File: src/design/ahkt_pkg.sv
// ---------------------------------------------------------------------------
// ahkt_pkg
// Types, constants and helpers for the address keyed hash table.
// ---------------------------------------------------------------------------
`default_nettype none

package ahkt_pkg;

    localparam int SLOT_INDEX_BITS = 16;
    localparam int MAX_ENTRIES     = 512;

    localparam int SLOT_COUNT    = 1 << SLOT_INDEX_BITS;
    localparam int ENTRY_BITS    = $clog2(MAX_ENTRIES);
    localparam int COUNT_BITS    = $clog2(MAX_ENTRIES + 1);
    localparam int PROBE_STRIDE  = 17;
    localparam int DATA_BITS     = 64;
    localparam int OUT_IDX_BITS  = 9;
    localparam int STATUS_BITS   = 2;

    typedef enum logic {
        OP_INSERT = 1'b0,
        OP_LOOKUP = 1'b1
    } t_op;

    typedef enum logic [STATUS_BITS-1:0] {
        ST_OK        = 2'd0,
        ST_NOT_FOUND = 2'd1,
        ST_FULL      = 2'd2
    } t_status;

    typedef enum logic [2:0] {
        S_CLEAR,
        S_IDLE,
        S_SLOT_RD,
        S_SLOT_CHK,
        S_ENT_CHK,
        S_FINISH
    } t_state;

    typedef struct packed {
        logic                  valid;
        logic [ENTRY_BITS-1:0] idx;
    } t_slot;

    // controller -> datapath
    typedef struct packed {
        logic    clr_wr;      // clear one slot and advance the sweep
        logic    load_req;    // capture the accepted beat
        logic    probe_adv;   // step to the next slot in the chain
        logic    commit;      // write the entry and claim the current slot
        logic    res_load;    // capture the result
        t_status res_status;
        logic    out_load;    // move the result to the output register
    } t_dp_cmd;

    // datapath -> controller
    typedef struct packed {
        logic clr_done;
        logic is_insert;
        logic store_full;
        logic slot_valid;
        logic addr_match;
        logic probe_last;
        logic out_busy;
    } t_dp_sts;

    function automatic logic [OUT_IDX_BITS-1:0] to_out_idx(input logic [ENTRY_BITS-1:0] idx);
        logic [31:0] wide;
        wide = 32'(idx);
        return wide[OUT_IDX_BITS-1:0];
    endfunction

endpackage

`default_nettype wire

File: src/design/ahkt_ctrl.sv
// ---------------------------------------------------------------------------
// ahkt_ctrl
// Controller: clear sweep, probe sequencing and result hand-off.
// ---------------------------------------------------------------------------
`default_nettype none

module ahkt_ctrl (
    input  wire logic                i_clk,
    input  wire logic                i_rst_n,
    input  wire logic                i_req_valid,
    input  wire ahkt_pkg::t_dp_sts   i_sts,
    output logic                     o_req_ready,
    output ahkt_pkg::t_dp_cmd        o_cmd
);

    ahkt_pkg::t_state r_state;
    ahkt_pkg::t_state n_state;

    always_ff @(posedge i_clk) begin
        if (!i_rst_n) begin
            r_state <= ahkt_pkg::S_CLEAR;
        end else begin
            r_state <= n_state;
        end
    end

    always_comb begin
        n_state = r_state;
        case (r_state)
            ahkt_pkg::S_CLEAR: begin
                if (i_sts.clr_done) begin
                    n_state = ahkt_pkg::S_IDLE;
                end
            end
            ahkt_pkg::S_IDLE: begin
                if (i_req_valid) begin
                    n_state = ahkt_pkg::S_SLOT_RD;
                end
            end
            ahkt_pkg::S_SLOT_RD: begin
                if (i_sts.is_insert && i_sts.store_full) begin
                    n_state = ahkt_pkg::S_FINISH;
                end else begin
                    n_state = ahkt_pkg::S_SLOT_CHK;
                end
            end
            ahkt_pkg::S_SLOT_CHK: begin
                if (!i_sts.slot_valid) begin
                    n_state = ahkt_pkg::S_FINISH;
                end else if (!i_sts.is_insert) begin
                    n_state = ahkt_pkg::S_ENT_CHK;
                end else if (i_sts.probe_last) begin
                    n_state = ahkt_pkg::S_FINISH;
                end else begin
                    n_state = ahkt_pkg::S_SLOT_RD;
                end
            end
            ahkt_pkg::S_ENT_CHK: begin
                if (i_sts.addr_match || i_sts.probe_last) begin
                    n_state = ahkt_pkg::S_FINISH;
                end else begin
                    n_state = ahkt_pkg::S_SLOT_RD;
                end
            end
            ahkt_pkg::S_FINISH: begin
                if (!i_sts.out_busy) begin
                    n_state = ahkt_pkg::S_IDLE;
                end
            end
            default: begin
                n_state = ahkt_pkg::S_CLEAR;
            end
        endcase
    end

    always_comb begin
        o_cmd            = '0;
        o_cmd.res_status = ahkt_pkg::ST_OK;
        o_req_ready      = 1'b0;
        case (r_state)
            ahkt_pkg::S_CLEAR: begin
                o_cmd.clr_wr = 1'b1;
            end
            ahkt_pkg::S_IDLE: begin
                o_req_ready    = 1'b1;
                o_cmd.load_req = i_req_valid;
            end
            ahkt_pkg::S_SLOT_RD: begin
                if (i_sts.is_insert && i_sts.store_full) begin
                    o_cmd.res_load   = 1'b1;
                    o_cmd.res_status = ahkt_pkg::ST_FULL;
                end
            end
            ahkt_pkg::S_SLOT_CHK: begin
                if (!i_sts.slot_valid) begin
                    // empty slot ends the chain either way
                    o_cmd.res_load   = 1'b1;
                    o_cmd.commit     = i_sts.is_insert;
                    o_cmd.res_status = i_sts.is_insert ? ahkt_pkg::ST_OK
                                                       : ahkt_pkg::ST_NOT_FOUND;
                end else if (i_sts.is_insert) begin
                    if (i_sts.probe_last) begin
                        o_cmd.res_load   = 1'b1;
                        o_cmd.res_status = ahkt_pkg::ST_FULL;
                    end else begin
                        o_cmd.probe_adv = 1'b1;
                    end
                end
            end
            ahkt_pkg::S_ENT_CHK: begin
                if (i_sts.addr_match) begin
                    o_cmd.res_load   = 1'b1;
                    o_cmd.res_status = ahkt_pkg::ST_OK;
                end else if (i_sts.probe_last) begin
                    o_cmd.res_load   = 1'b1;
                    o_cmd.res_status = ahkt_pkg::ST_NOT_FOUND;
                end else begin
                    o_cmd.probe_adv = 1'b1;
                end
            end
            ahkt_pkg::S_FINISH: begin
                o_cmd.out_load = !i_sts.out_busy;
            end
            default: begin
                o_cmd = '0;
            end
        endcase
    end

endmodule

`default_nettype wire

File: config.mk
export PLATFORM = sky130hd
export DESIGN_NAME = ahkt_ctrl
export DESIGN_NICKNAME = d
export VERILOG_FILES = /design/src/design/ahkt_pkg.sv /design/src/design/ahkt_ctrl.sv
export SDC_FILE = /design/constraint.sdc
export NUM_CORES = 1
export LEC_CHECK = 0
export ABC_AREA = 1
export ABC_CLOCK_PERIOD_IN_PS = 1400
export BUFFER_PORTS_ARGS = -buffer_cell sky130_fd_sc_hd__buf_4
export CAP_MARGIN = 15
export CORE_AREA = 2 2 39 41
export DETAILED_ROUTE_END_ITERATION = 6
export DIE_AREA = 0 0 41 43
export SYNTH_ARGS = -nofsm -noshare
export SYNTH_HDL_FRONTEND = slang
export SYNTH_SLANG_ARGS = --single-unit
File: constraint.sdc
create_clock -name i_clk -period 1.4 [get_ports i_clk]
set_input_delay 0.28 -clock i_clk [delete_from_list [all_inputs] [get_ports i_clk]]
set_output_delay 0.28 -clock i_clk [all_outputs]
set_load 0.01 [all_outputs]
## Word-level counts from Yosys, hierarchy flattened

Index checks and enable logic that the tools add are counted.

| word-level totals | value |
|---|---|
| logic and storage cells | 42 |
| register bits | 3 |
| input port bits | 10 |
| output and inout port bits | 9 |

| operators by class | value |
|---|---|
| equality and inequality tests | 8 |
| reduce and logical (&&, ||, !) cells | 5 |
| multiplexer cells | 28 |

Operator list:

| cell | number |
|---|---|
| 3-bit two-way mux | 14 |
| 3-bit one-hot mux with 6 select lines | 1 |
| 1-bit two-way mux | 11 |
| 3-bit one-hot mux with 3 select lines | 1 |
| 3-bit by 2-bit equality test with 1-bit output (second input constant) | 2 |
| 3-bit equality test (second input constant) | 2 |
| 2-bit != test (second input constant) | 3 |
| 3-bit by 1-bit equality test with 1-bit output (second input constant) | 1 |
| 3-bit zero test | 1 |
| 3-bit AND reduction | 1 |
| 1-bit one-hot mux with 2 select lines | 1 |
| 1-bit logical AND | 1 |
| 1-bit zero test | 1 |
| 1-bit logical OR | 1 |

## Depth between registers and ports, before layout

Gate-level depths: netlist (run 1).

| logic depth | value |
|---|---|
| word-level depth | 4 |
| depth in mapped cells | 8 |
| depth with buffers taken out | 7 |

## Worst setup path before layout (run 1)

OpenSTA, ideal clock, no wires.

| timing path | value |
|---|---|
| path kind | reg-to-output |
| start point | register r_state[0] |
| end point | output o_cmd[1] (netlist bit) |
| required time | 1120 ps |
| stages on the path, launching flop included | 5 |
| buffers on the path | 0 |
| slack | 94 ps |
| arrival time | 1026 ps |
| cell sequence | dfxtp_1 > nand2_1 > nor2_2 > inv_1 > o32ai_1 |

RTL lines:

| what | line | RTL |
|---|---|---|
| from (decl) | ahkt_ctrl.sv:16 | `ahkt_pkg::t_state r_state;` |
| from (signal assigned) | ahkt_ctrl.sv:21 | `r_state <= ahkt_pkg::S_CLEAR;` |
| from (signal assigned) | ahkt_ctrl.sv:23 | `r_state <= n_state;` |
| to (decl) | ahkt_ctrl.sv:13 | `output ahkt_pkg::t_dp_cmd o_cmd` |

==> results of run 1 <==
## worst min-delay path: stages
cell and delay (ns):
sky130_fd_sc_hd__buf_4 0.07, sky130_fd_sc_hd__inv_1 0.06, sky130_fd_sc_hd__nor2_1 0.10
## power by group through the flow
stage | sequential (mW) | clock, mW | combinational [mW]
global placement | 0.117 | 0 | 0.270
global route | 0.139 | 0.166 | 0.357
finish | 0.137 | 0.156 | 0.323
CTS | 0.129 | 0.159 | 0.289
floorplan | 0.117 | 0 | 0.155
detailed placement | 0.118 | 0 | 0.271
## per-stage QoR
step           area (sq um)  worst slack [ns]  instances  hold slack (ns)
2_1_floorplan           339            0.0939         65            0.441
3_3_place_gp            505            0.0276        101            0.546
3_5_place_dp            505            0.0365        101            0.548
4_1_cts                 581           -0.0716        107            0.305
5_1_grt                 629            -0.146        109            0.325
6_report                629           -0.0869        109            0.309
## kinds of logic (layout without fill, tap and decap cells)
kind of cell,Yosys count,count (layout)
AOI/OAI and AO/OA,3,3
buffers and inverters,14,42
and+or+nand+nor,45,45
DFF,3,3
## layout make-up
class / count / area share
multi-input cells: 48 / 0.437
repair buffers: 25 / 0.298
flip-flops and latches: 3 / 0.109
inverters: 13 / 0.0815
clock buffers: 4 / 0.0417
well taps: 16 / 0.0318
## metal layers
| metal | part of all wire | GRT usage |
|---|---|---|
| met4 | 0.020 | 0.0800 |
| met2 | 0.56 | 0.206 |
| met3 | 0.038 | 0.0366 |
| met5 | 0 | 0 |
| met1 | 0.38 | 0.164 |
## timing repair
action | in CTS | in global routing
setup endpoints to repair | 7 | 9
hold endpoints to repair | 0 | 0
gates resized for setup | 11 | 10
hold buffers | 0 | 0
setup buffers | 2 | 2
pin swaps | 3 | 5
## placed cells by master (no fill, tap or decap)
cell	Yosys	final
sky130_fd_sc_hd__buf_4	0	25
sky130_fd_sc_hd__nand2_1	16	13
sky130_fd_sc_hd__inv_1	12	10
sky130_fd_sc_hd__nor2_1	11	10
sky130_fd_sc_hd__nand3_1	12	9
sky130_fd_sc_hd__nand2_2	0	3
sky130_fd_sc_hd__clkbuf_4	0	3
sky130_fd_sc_hd__inv_2	1	2
sky130_fd_sc_hd__nand4_1	2	2
sky130_fd_sc_hd__nand3_2	0	2
sky130_fd_sc_hd__dfxtp_4	0	2
sky130_fd_sc_hd__inv_4	0	1
sky130_fd_sc_hd__nand3_4	0	1
sky130_fd_sc_hd__nor2_4	0	1
sky130_fd_sc_hd__nor2_2	1	1
sky130_fd_sc_hd__nor3_4	0	1
sky130_fd_sc_hd__o21ai_1	0	1
sky130_fd_sc_hd__o32ai_2	0	1
sky130_fd_sc_hd__nor3_1	2	1
sky130_fd_sc_hd__a21oi_1	1	1
sky130_fd_sc_hd__nor3_2	1	1
sky130_fd_sc_hd__clkbuf_1	0	1
sky130_fd_sc_hd__dfxtp_2	0	1
## worst max-delay path by stage
stage / from / cells after the start / to / slack, ns
final: r_state[1] / 5 / o_cmd[1] / -0.09
after global routing: r_state[1] / 5 / o_cmd[1] / -0.15
after CTS: r_state[1] / 5 / o_cmd[1] / -0.07
after detailed placement: r_state[0] / 5 / o_cmd[1] / 0.04
after global placement: r_state[0] / 5 / o_cmd[1] / 0.03
after floorplan: r_state[0] / 4 / o_cmd[1] / 0.09
==> impl_metrics.json, run 1 <==
{
  "tightestPinTransition_ns": 0.206,
  "syn_nets": 75,
  "num_rows": 14,
  "drive_gt1_frac": 0.484,
  "die-height_um": 43,
  "final_antenna_net_count": 0,
  "worst_r2r_path_depth": 9,
  "drv_cap": 0,
  "cp_slowest_stage_delay_ns": 0.38,
  "regArea_sq_um": 68.8,
  "synth.top_cell.area_share": 0.177,
  "setup.worst_path.start_class": "register",
  "number_of_max_slew_violations_in_the_final_report": 0,
  "final_period_minus_worst_setup_slack_ns": 1.49,
  "h-tree-depth": 1,
  "fillers": 152,
  "finalWorstSetupSlack_ns": -0.0869,
  "largest-register": "r_state",
  "cts_buffers": 3,
  "wl_per_cell_um": 10.2,
  "post_syn_area_sq_um": 339,
  "status": "finished, violations left",
  "path_clk_slew_ns": 0.04,
  "nets": 104,
  "synth-compound-area-share": 0.0554,
  "multi_input_area_sq_um": 275,
  "postSynthCellCount": 65,
  "hold-path-endpoint": "r_state[2]",
  "worst_hold_path_type": "primary input to register",
  "first_iter_violations": 11,
  "unrepaired_setup_endpoints_after_global_routing": "true",
  "clock_power_share": 0.253,
  "total_of_buffers_placed_on_input_and_output_ports": 18,
  "first_global_vias": 433,
  "fmax_mhz": 673,
  "critPathRequiredTime_ns": 1.12,
  "grt_pass1_wl_um": 1640,
  "hp-start": "i_rst_n",
  "die-width_um": 41,
  "synthesized_area_fraction_occupied_by_xor_and_xnor_cells": 0,
  "grt_max_degree": 7,
  "synth_sequential_area_ratio": 0.177,
  "timing.final.hold_violations": 0,
  "finalWeightedCongestion": 0.808,
  "synth_most_common_cell": "sky130_fd_sc_hd__nand2_1",
  "async_flop_share": 0,
  "synth_enable_flop_cells": 0,
  "p_int_uw": 366,
  "r2r_setup_slack_ns": 0.10,
  "synth_simple_gate_area_frac": 0.590,
  "tritoncts": "built",
  "netlist.top_cell.by_area": "sky130_fd_sc_hd__dfxtp_1",
  "dominant_combinational_cell_family_by_area_after_synthesis": "simple AND/OR/NAND/NOR gates",
  "dpl.hpwl_um": 795,
  "antenna_cells_inserted": 0,
  "setup_viol_count_final": 4,
  "fp.dieArea_sq_mm": 0.00176,
  "path_class": "register to output pin",
  "crit_buf_inv": 2,
  "worst-path-max-fanout": 4,
  "finalCritPeriodShare": 1.06,
  "tns_ns": -0.287,
  "remaining_drc_errors": 0,
  "swShare": 0.406,
  "clkSinkCount": 3,
  "worst_reg2reg_path_endpoint": "r_state[1]",
  "synth.area.top_cells": "sky130_fd_sc_hd__dfxtp_1 18%, sky130_fd_sc_hd__nand3_1 18%, sky130_fd_sc_hd__nand2_1 18%, sky130_fd_sc_hd__inv_1 13%, sky130_fd_sc_hd__nor2_1 12%",
  "ctsRootBufferMaster": "sky130_fd_sc_hd__clkbuf_4",
  "netSwitchingPower_uw": 250,
  "crit_path_end_kind": "output pin",
  "timing.hold.worst_path_depth": 3,
  "arrival_ns": 1.21,
  "largest_registers": "r_state: 3 flops",
  "post_synth_adder_cell_area": 0,
  "fin_util": 0.455,
  "ys_dominant_reg_cell": "sky130_fd_sc_hd__dfxtp_1",
  "insertion_delay_ns": 0.24,
  "ios": 19,
  "ys_types": 14,
  "length_of_the_first_detailed_routing_pass_in_iterations": 4,
  "timing.critical_path.slowest_stage_cell": "sky130_fd_sc_hd__dfxtp_4",
  "power_frac_comb": 0.524,
  "failed_checks": "negative setup slack",
  "power.total_uw": 616,
  "static-leakage-power_nw": 0.339,
  "fin_skew_ns": 0.00594,
  "synth.area.mux_share": 0,
  "path_delay_family": "flip-flops",
  "synth_top_cells_by_count": "16 x sky130_fd_sc_hd__nand2_1, 12 x sky130_fd_sc_hd__inv_1, 12 x sky130_fd_sc_hd__nand3_1",
  "relSlewSlack": 0.863,
  "wl_um": 1110,
  "path_cells": "nand2_2 -> nor2_4 -> inv_2 -> o32ai_2 -> buf_4",
  "floorplan.initialDensity": 0.245,
  "vdd_ir_drop_max_mv": 0.460,
  "cts-root-to-sink-buffers": 2,
  "r2r_start": "r_state[1]",
  "largest_register_ff_count": 3,
  "sum_of_overflow_across_all_layers_after_global_routing": 0,
  "seqPwrFrac": 0.223,
  "layout-area-overhead-vs-synth_pct": 85.6,
  "ys.warnings.count": 0,
  "mean_area_per_synthesized_cell_sq_um": 5.22,
  "vias": 511,
  "core_area_sq_mm": 0.00138,
  "powerDensity_mw_per_mm2": 979,
  "postSynthRegisterBits": 3,
  "route.detailed.vias_per_inst": 4.69,
  "grt_use_total": 0.137,
  "initial_antenna_violation_count": 0
}
Power figures use the tool's default switching activity.
==> inputs of run 2 (changes only) <==
--- a/config.mk
+++ b/config.mk
@@ -5,13 +5,12 @@
 export SDC_FILE = /design/constraint.sdc
 export NUM_CORES = 1
 export LEC_CHECK = 0
-export ABC_AREA = 1
 export ABC_CLOCK_PERIOD_IN_PS = 1400
 export BUFFER_PORTS_ARGS = -buffer_cell sky130_fd_sc_hd__buf_4
 export CAP_MARGIN = 15
-export CORE_AREA = 2 2 39 41
+export CORE_AREA = 2 2 40 42
 export DETAILED_ROUTE_END_ITERATION = 6
-export DIE_AREA = 0 0 41 43
+export DIE_AREA = 0 0 42 44
 export SYNTH_ARGS = -nofsm -noshare
 export SYNTH_HDL_FRONTEND = slang
 export SYNTH_SLANG_ARGS = --single-unit
==> run 2 against run 1 <==
Effect of this change: core utilization rose by 7.4 points; sequential cell count did not move; combinational power fell by 6.8%; sequential power shrank 21%; critical path depth down 1; non-clock buffer count increased by 7; hold slack got worse by 0.032 ns; register-to-register slack got worse by 0.08 ns; clock-buffer cell count unchanged; sequential share of layout area decreased by 2.4 points; the run still ends with negative setup slack left; highest routed layer is now met3; first-iteration DRC count shrank 27%; critical path type unchanged; clock skew is 0.0050 ns lower.
==> impl_metrics.json, run 2 <==
{
  "antenna_cells_inserted": 0,
  "timing.critical_path.slowest_stage_cell": "sky130_fd_sc_hd__or3b_4",
  "fin_util": 0.529,
  "clock_power_share": 0.268,
  "async_flop_share": 0,
  "post_syn_area_sq_um": 358,
  "synth.top_cell.area_share": 0.168,
  "final_antenna_net_count": 0,
  "fin_cells": 98,
  "postSynthRegisterBits": 3,
  "worst-path-max-fanout": 3,
  "largest_registers": "r_state: 3 flops",
  "nets": 93,
  "dpl.hpwl_um": 791,
  "layout-area-overhead-vs-synth_pct": 110,
  "critPathRequiredTime_ns": 1.12,
  "largest-register": "r_state",
  "sum_of_overflow_across_all_layers_after_global_routing": 0,
  "grt_pass1_wl_um": 2030,
  "first_global_vias": 490,
  "h-tree-depth": 1,
  "crit_path_end_kind": "output pin",
  "finalWorstSetupSlack_ns": -0.246,
  "ys_types": 32,
  "tns_ns": -1.09,
  "grt_use_total": 0.144,
  "number_of_max_slew_violations_in_the_final_report": 0,
  "layout.cells.most_common_list": "23 x sky130_fd_sc_hd__buf_4, 9 x sky130_fd_sc_hd__buf_6, 5 x sky130_fd_sc_hd__nand2_1",
  "ios": 19,
  "synth_top_cells_by_count": "5 x sky130_fd_sc_hd__nand2_1, 5 x sky130_fd_sc_hd__nor2_1, 3 x sky130_fd_sc_hd__dfxtp_1",
  "p_int_uw": 377,
  "synth.area.top_cells": "sky130_fd_sc_hd__dfxtp_1 17%, sky130_fd_sc_hd__o31ai_4 5.9%, sky130_fd_sc_hd__nand2_1 5.2%, sky130_fd_sc_hd__nor2_1 5.2%, sky130_fd_sc_hd__nor3b_1 4.2%",
  "power.total_uw": 559,
  "vias": 493,
  "largest_register_ff_count": 3,
  "syn_nets": 59,
  "tritoncts": "built",
  "insertion_delay_ns": 0.23,
  "cts_buffers": 3,
  "floorplan.initialDensity": 0.252,
  "layout.cells.most_common": "sky130_fd_sc_hd__buf_4",
  "core_area_sq_mm": 0.00142,
  "setup_viol_count_final": 9,
  "wl_um": 1200,
  "failed_checks": "negative setup slack",
  "place_worst_setup_slack_ns": -0.0518,
  "timing.final.hold_violations": 0,
  "final_period_minus_worst_setup_slack_ns": 1.65,
  "finalCritPeriodShare": 1.18,
  "worst_hold_path_type": "primary input to register",
  "swShare": 0.325,
  "fin_skew_ns": 0.000981,
  "length_of_the_first_detailed_routing_pass_in_iterations": 3,
  "clkSinkCount": 3,
  "first_iter_violations": 8,
  "drive_gt1_frac": 0.646,
  "seqPwrFrac": 0.193,
  "die-width_um": 42,
  "placedCellCount": 88,
  "netlist.top_cell.by_area": "sky130_fd_sc_hd__dfxtp_1",
  "setup.worst_path.start_class": "register",
  "powerDensity_mw_per_mm2": 745,
  "synth_enable_flop_cells": 0,
  "cts-root-to-sink-buffers": 2,
  "unrepaired_setup_endpoints_after_global_routing": "true",
  "arrival_ns": 1.37,
  "ys_dominant_reg_cell": "sky130_fd_sc_hd__dfxtp_1",
  "path_clk_slew_ns": 0.04,
  "wl_per_cell_um": 12.2,
  "layout_cell_area_excl_fill_sq_um": 751,
  "netSwitchingPower_uw": 182,
  "ctsRootBufferMaster": "sky130_fd_sc_hd__clkbuf_4",
  "postSynthCellCount": 49,
  "path_cells": "or3b_4 -> o22ai_2 -> or2_1 -> buf_4",
  "drv_cap": 0,
  "initial_antenna_violation_count": 0,
  "cp_slowest_stage_delay_ns": 0.43,
  "remaining_drc_errors": 0,
  "status": "finished, violations left",
  "num_rows": 14,
  "die-height_um": 44,
  "grt_max_degree": 10,
  "detailed_place.area_sq_um": 563,
  "path_class": "register to output pin",
  "power_frac_comb": 0.538,
  "mean_area_per_synthesized_cell_sq_um": 7.30,
  "fmax_mhz": 607,
  "finalWeightedCongestion": 0.710,
  "total_of_buffers_placed_on_input_and_output_ports": 18,
  "vdd_ir_drop_max_mv": 0.461,
  "fp.dieArea_sq_mm": 0.00185,
  "tightestPinTransition_ns": 0.210,
  "ys.warnings.count": 0,
  "relSlewSlack": 0.859,
  "finalHoldWorstSlack_ns": 0.277,
  "synth_sequential_area_ratio": 0.168,
  "static-leakage-power_nw": 0.344,
  "route.detailed.vias_per_inst": 5.03
}
[run 2: kinds of logic after synthesis]
family | count (synthesis) | share of synthesized area
multiplexers | 1 | 0.0280
AND/OR/NAND/NOR | 28 | 0.451
buffers and inverters | 3 | 0.0454
flip-flops | 3 | 0.168
AO/OA/AOI/OAI | 14 | 0.308
[run 2: repair_timing]
action,in CTS,in global routing
gates resized for setup,18,9
buffers inserted,5,2
endpoints found under the hold margin,0,0
setup endpoints to repair,8,8
hold buffers,0,0
pin swaps,11,1
[run 2: worst max-delay path, delay by kind of cell, from the launching register on]
family	cells	cell delay, ns
flip-flops	1	0.32
AO/OA/AOI/OAI	1	0.16
AND/OR/NAND/NOR	2	0.55
buffers and inverters	1	0.11
[run 2: area by class of cell]
class	count	area (sq um)
fill	135	668
multi-input combinational	43	367
timing repair buffer	32	274
sequential	3	63.8
clock buffer	4	26.3
tap	16	20.0
[run 2: path summary, 6_finish.rpt]
check / start / to / slack [ns] / cells after the start
setup / recovery: r_state[1] / o_cmd[3] / -0.25 / 4
hold / removal: i_rst_n / r_state[2] / 0.28 / 2
setup reg to reg: r_state[1] / r_state[2] / 0.02 / 8
hold reg to reg: r_state[2] / r_state[1] / 0.72 / 3
[run 2: metal layers]
layer	global-route usage	share of wire
met5	0	0
met4	0.0258	0
met3	0.0625	0.068
met2	0.263	0.54
met1	0.157	0.39
[run 2: power by group through the flow]
stage / clock network (mW) / registers, mW / logic [mW]
after floorplan: 0 / 0.104 / 0.118
after global routing: 0.170 / 0.111 / 0.324
after CTS: 0.161 / 0.107 / 0.261
after detailed placement: 0 / 0.107 / 0.215
after global placement: 0 / 0.106 / 0.215
final: 0.150 / 0.108 / 0.301
==> inputs of run 3 (changes only) <==
--- a/config.mk
+++ b/config.mk
@@ -8,9 +8,11 @@
 export ABC_CLOCK_PERIOD_IN_PS = 1400
 export BUFFER_PORTS_ARGS = -buffer_cell sky130_fd_sc_hd__buf_4
 export CAP_MARGIN = 15
-export CORE_AREA = 2 2 40 42
+export CORE_AREA = 5 5 43 45
+export CTS_CLUSTER_DIAMETER = 120
 export DETAILED_ROUTE_END_ITERATION = 6
-export DIE_AREA = 0 0 42 44
+export DIE_AREA = 0 0 48 50
 export SYNTH_ARGS = -nofsm -noshare
 export SYNTH_HDL_FRONTEND = slang
 export SYNTH_SLANG_ARGS = --single-unit
+export TNS_END_PERCENT = 50
==> run 3 against run 2 <==
Effect of this change: the run still ends with negative setup slack left; sequential share of layout area grew 0.94 points; total power down 9.0%; cell area fell by 10%; critical path depth unchanged; combinational power down 16%; fmax decreased by 0.66%; final cell count decreased by 3.1%; worst setup slack lost 0.011 ns; critical endpoint unchanged; largest cell class unchanged.
==> impl_metrics.json, run 3 (same netlist as run 2, synthesis figures left out) <==
{
  "setup_viol_count_final": 5,
  "drive_gt1_frac": 0.570,
  "remaining_drc_errors": 0,
  "h-tree-depth": 1,
  "hold-path-endpoint": "r_state[2]",
  "fin_skew_ns": 0.000229,
  "crit_buf_inv": 1,
  "num_rows": 14,
  "cts-root-to-sink-buffers": 2,
  "cp_slowest_stage_delay_ns": 0.44,
  "wl_um": 1100,
  "cts_hold_buf": 0,
  "largest_register_ff_count": 3,
  "power.total_uw": 509,
  "layout.cells.most_common_list": "25 x sky130_fd_sc_hd__buf_4, 5 x sky130_fd_sc_hd__nand2_1, 4 x sky130_fd_sc_hd__nor2_1, 4 x sky130_fd_sc_hd__buf_6",
  "layout-area-overhead-vs-synth_pct": 88.8,
  "largest_registers": "r_state: 3 flops",
  "r2r_setup_slack_ns": 0.08,
  "fp.dieArea_sq_mm": 0.00240,
  "initial_antenna_violation_count": 0,
  "fin_cells": 95,
  "place_worst_setup_slack_ns": -0.0177,
  "final_antenna_net_count": 0,
  "setup.worst_path.start_class": "register",
  "first_global_vias": 426,
  "critPathRequiredTime_ns": 1.12,
  "vdd_ir_drop_max_mv": 0.434,
  "static-leakage-power_nw": 0.312,
  "clkSinkCount": 3,
  "worst-path-max-fanout": 4,
  "tightestPinTransition_ns": 0.223,
  "grt_use_total": 0.0984,
  "die-width_um": 48,
  "vias": 469,
  "path_cells": "or3b_4 -> o22ai_4 -> or2_1 -> buf_4",
  "final_period_minus_worst_setup_slack_ns": 1.66,
  "worst_hold_path_type": "primary input to register",
  "number_of_max_slew_violations_in_the_final_report": 0,
  "grt_pass1_wl_um": 1640,
  "unrepaired_setup_endpoints_after_global_routing": "true",
  "length_of_the_first_detailed_routing_pass_in_iterations": 2,
  "antenna_cells_inserted": 0,
  "arrival_ns": 1.38,
  "insertion_delay_ns": 0.23,
  "timing.final.hold_violations": 0,
  "worst_reg2reg_path_endpoint": "r_state[1]",
  "floorplan.initialDensity": 0.249,
  "relSlewSlack": 0.851,
  "tritoncts": "built",
  "core_area_sq_mm": 0.00144,
  "layout.cells.most_common": "sky130_fd_sc_hd__buf_4",
  "placedCellCount": 90,
  "failed_checks": "negative setup slack",
  "drv_cap": 0,
  "r2r_start": "r_state[2]",
  "wl_per_cell_um": 11.6,
  "hp-start": "i_rst_n",
  "dpl.hpwl_um": 861,
  "finalWeightedCongestion": 0.755,
  "ios": 19,
  "grt_max_degree": 12,
  "crit_path_end_kind": "output pin",
  "status": "finished, violations left",
  "timing.hold.worst_path_depth": 2,
  "nets": 90,
  "first_iter_violations": 6,
  "die-height_um": 50,
  "worst_r2r_path_depth": 5,
  "path_clk_slew_ns": 0.04,
  "route.detailed.vias_per_inst": 4.94,
  "path_class": "register to output pin",
  "sum_of_overflow_across_all_layers_after_global_routing": 0,
  "ctsRootBufferMaster": "sky130_fd_sc_hd__clkbuf_4",
  "largest-register": "r_state",
  "fmax_mhz": 603,
  "finalWorstSetupSlack_ns": -0.257,
  "finalHoldWorstSlack_ns": 0.279,
  "cts_buffers": 3,
  "finalCritPeriodShare": 1.18,
  "total_of_buffers_placed_on_input_and_output_ports": 18,
  "path_delay_family": "simple AND/OR/NAND/NOR gates",
  "timing.critical_path.slowest_stage_cell": "sky130_fd_sc_hd__or3b_4",
  "powerDensity_mw_per_mm2": 753
}
## run 3: stage by stage
| stage | utilization | setup TNS (ns) | instance area (sq um) |
|---|---|---|---|
| after floorplan | - | -0.00382 | 368 |
| after global placement | 0.402 | -0.00766 | 578 |
| after detailed placement | 0.402 | -0.0177 | 578 |
| after CTS | 0.443 | -0.866 | 637 |
| after global routing | 0.470 | -1.35 | 676 |
| final | 0.470 | -0.806 | 676 |
## run 3: power breakdown
part / internal, mW / leakage (nW) / switching, mW
Combinational: 0.141 / 0.271 / 0.111
Clock: 0.107 / 0.0150 / 0.0417
Sequential: 0.0981 / 0.0258 / 0.0106
## run 3: metal layers
metal  share of wire  global-route usage
met3           0.079              0.0655
met1            0.45               0.118
met5               0                   0
met4               0              0.0269
met2            0.47               0.141
## run 3: layout make-up
type                            instances  area [sq um]
Sequential cell                         3          63.8
Timing Repair Buffer                   29           233
Multi-Input combinational cell         43           333
Clock buffer                            4          26.3
Tap cell                               16          20.0
Fill cell                             142           761
## run 3: what timing repair did
action | in CTS | in global routing
pin swaps | 3 | 2
gates resized for setup | 9 | 7
setup endpoints to repair | 9 | 9
hold endpoints to repair | 0 | 0
setup buffers | 0 | 1
## run 3: how the worst max path moves through the flow
stage	from	endpoint	slack [ns]	cells past startpoint
floorplan	r_state[1]	o_cmd[3]	-0.004	4
global placement	r_state[0]	o_cmd[3]	-0.008	4
detailed placement	r_state[0]	o_cmd[3]	-0.02	4
CTS	r_state[1]	o_cmd[3]	-0.27	4
global route	r_state[1]	o_cmd[3]	-0.34	4
finish	r_state[1]	o_cmd[3]	-0.26	4
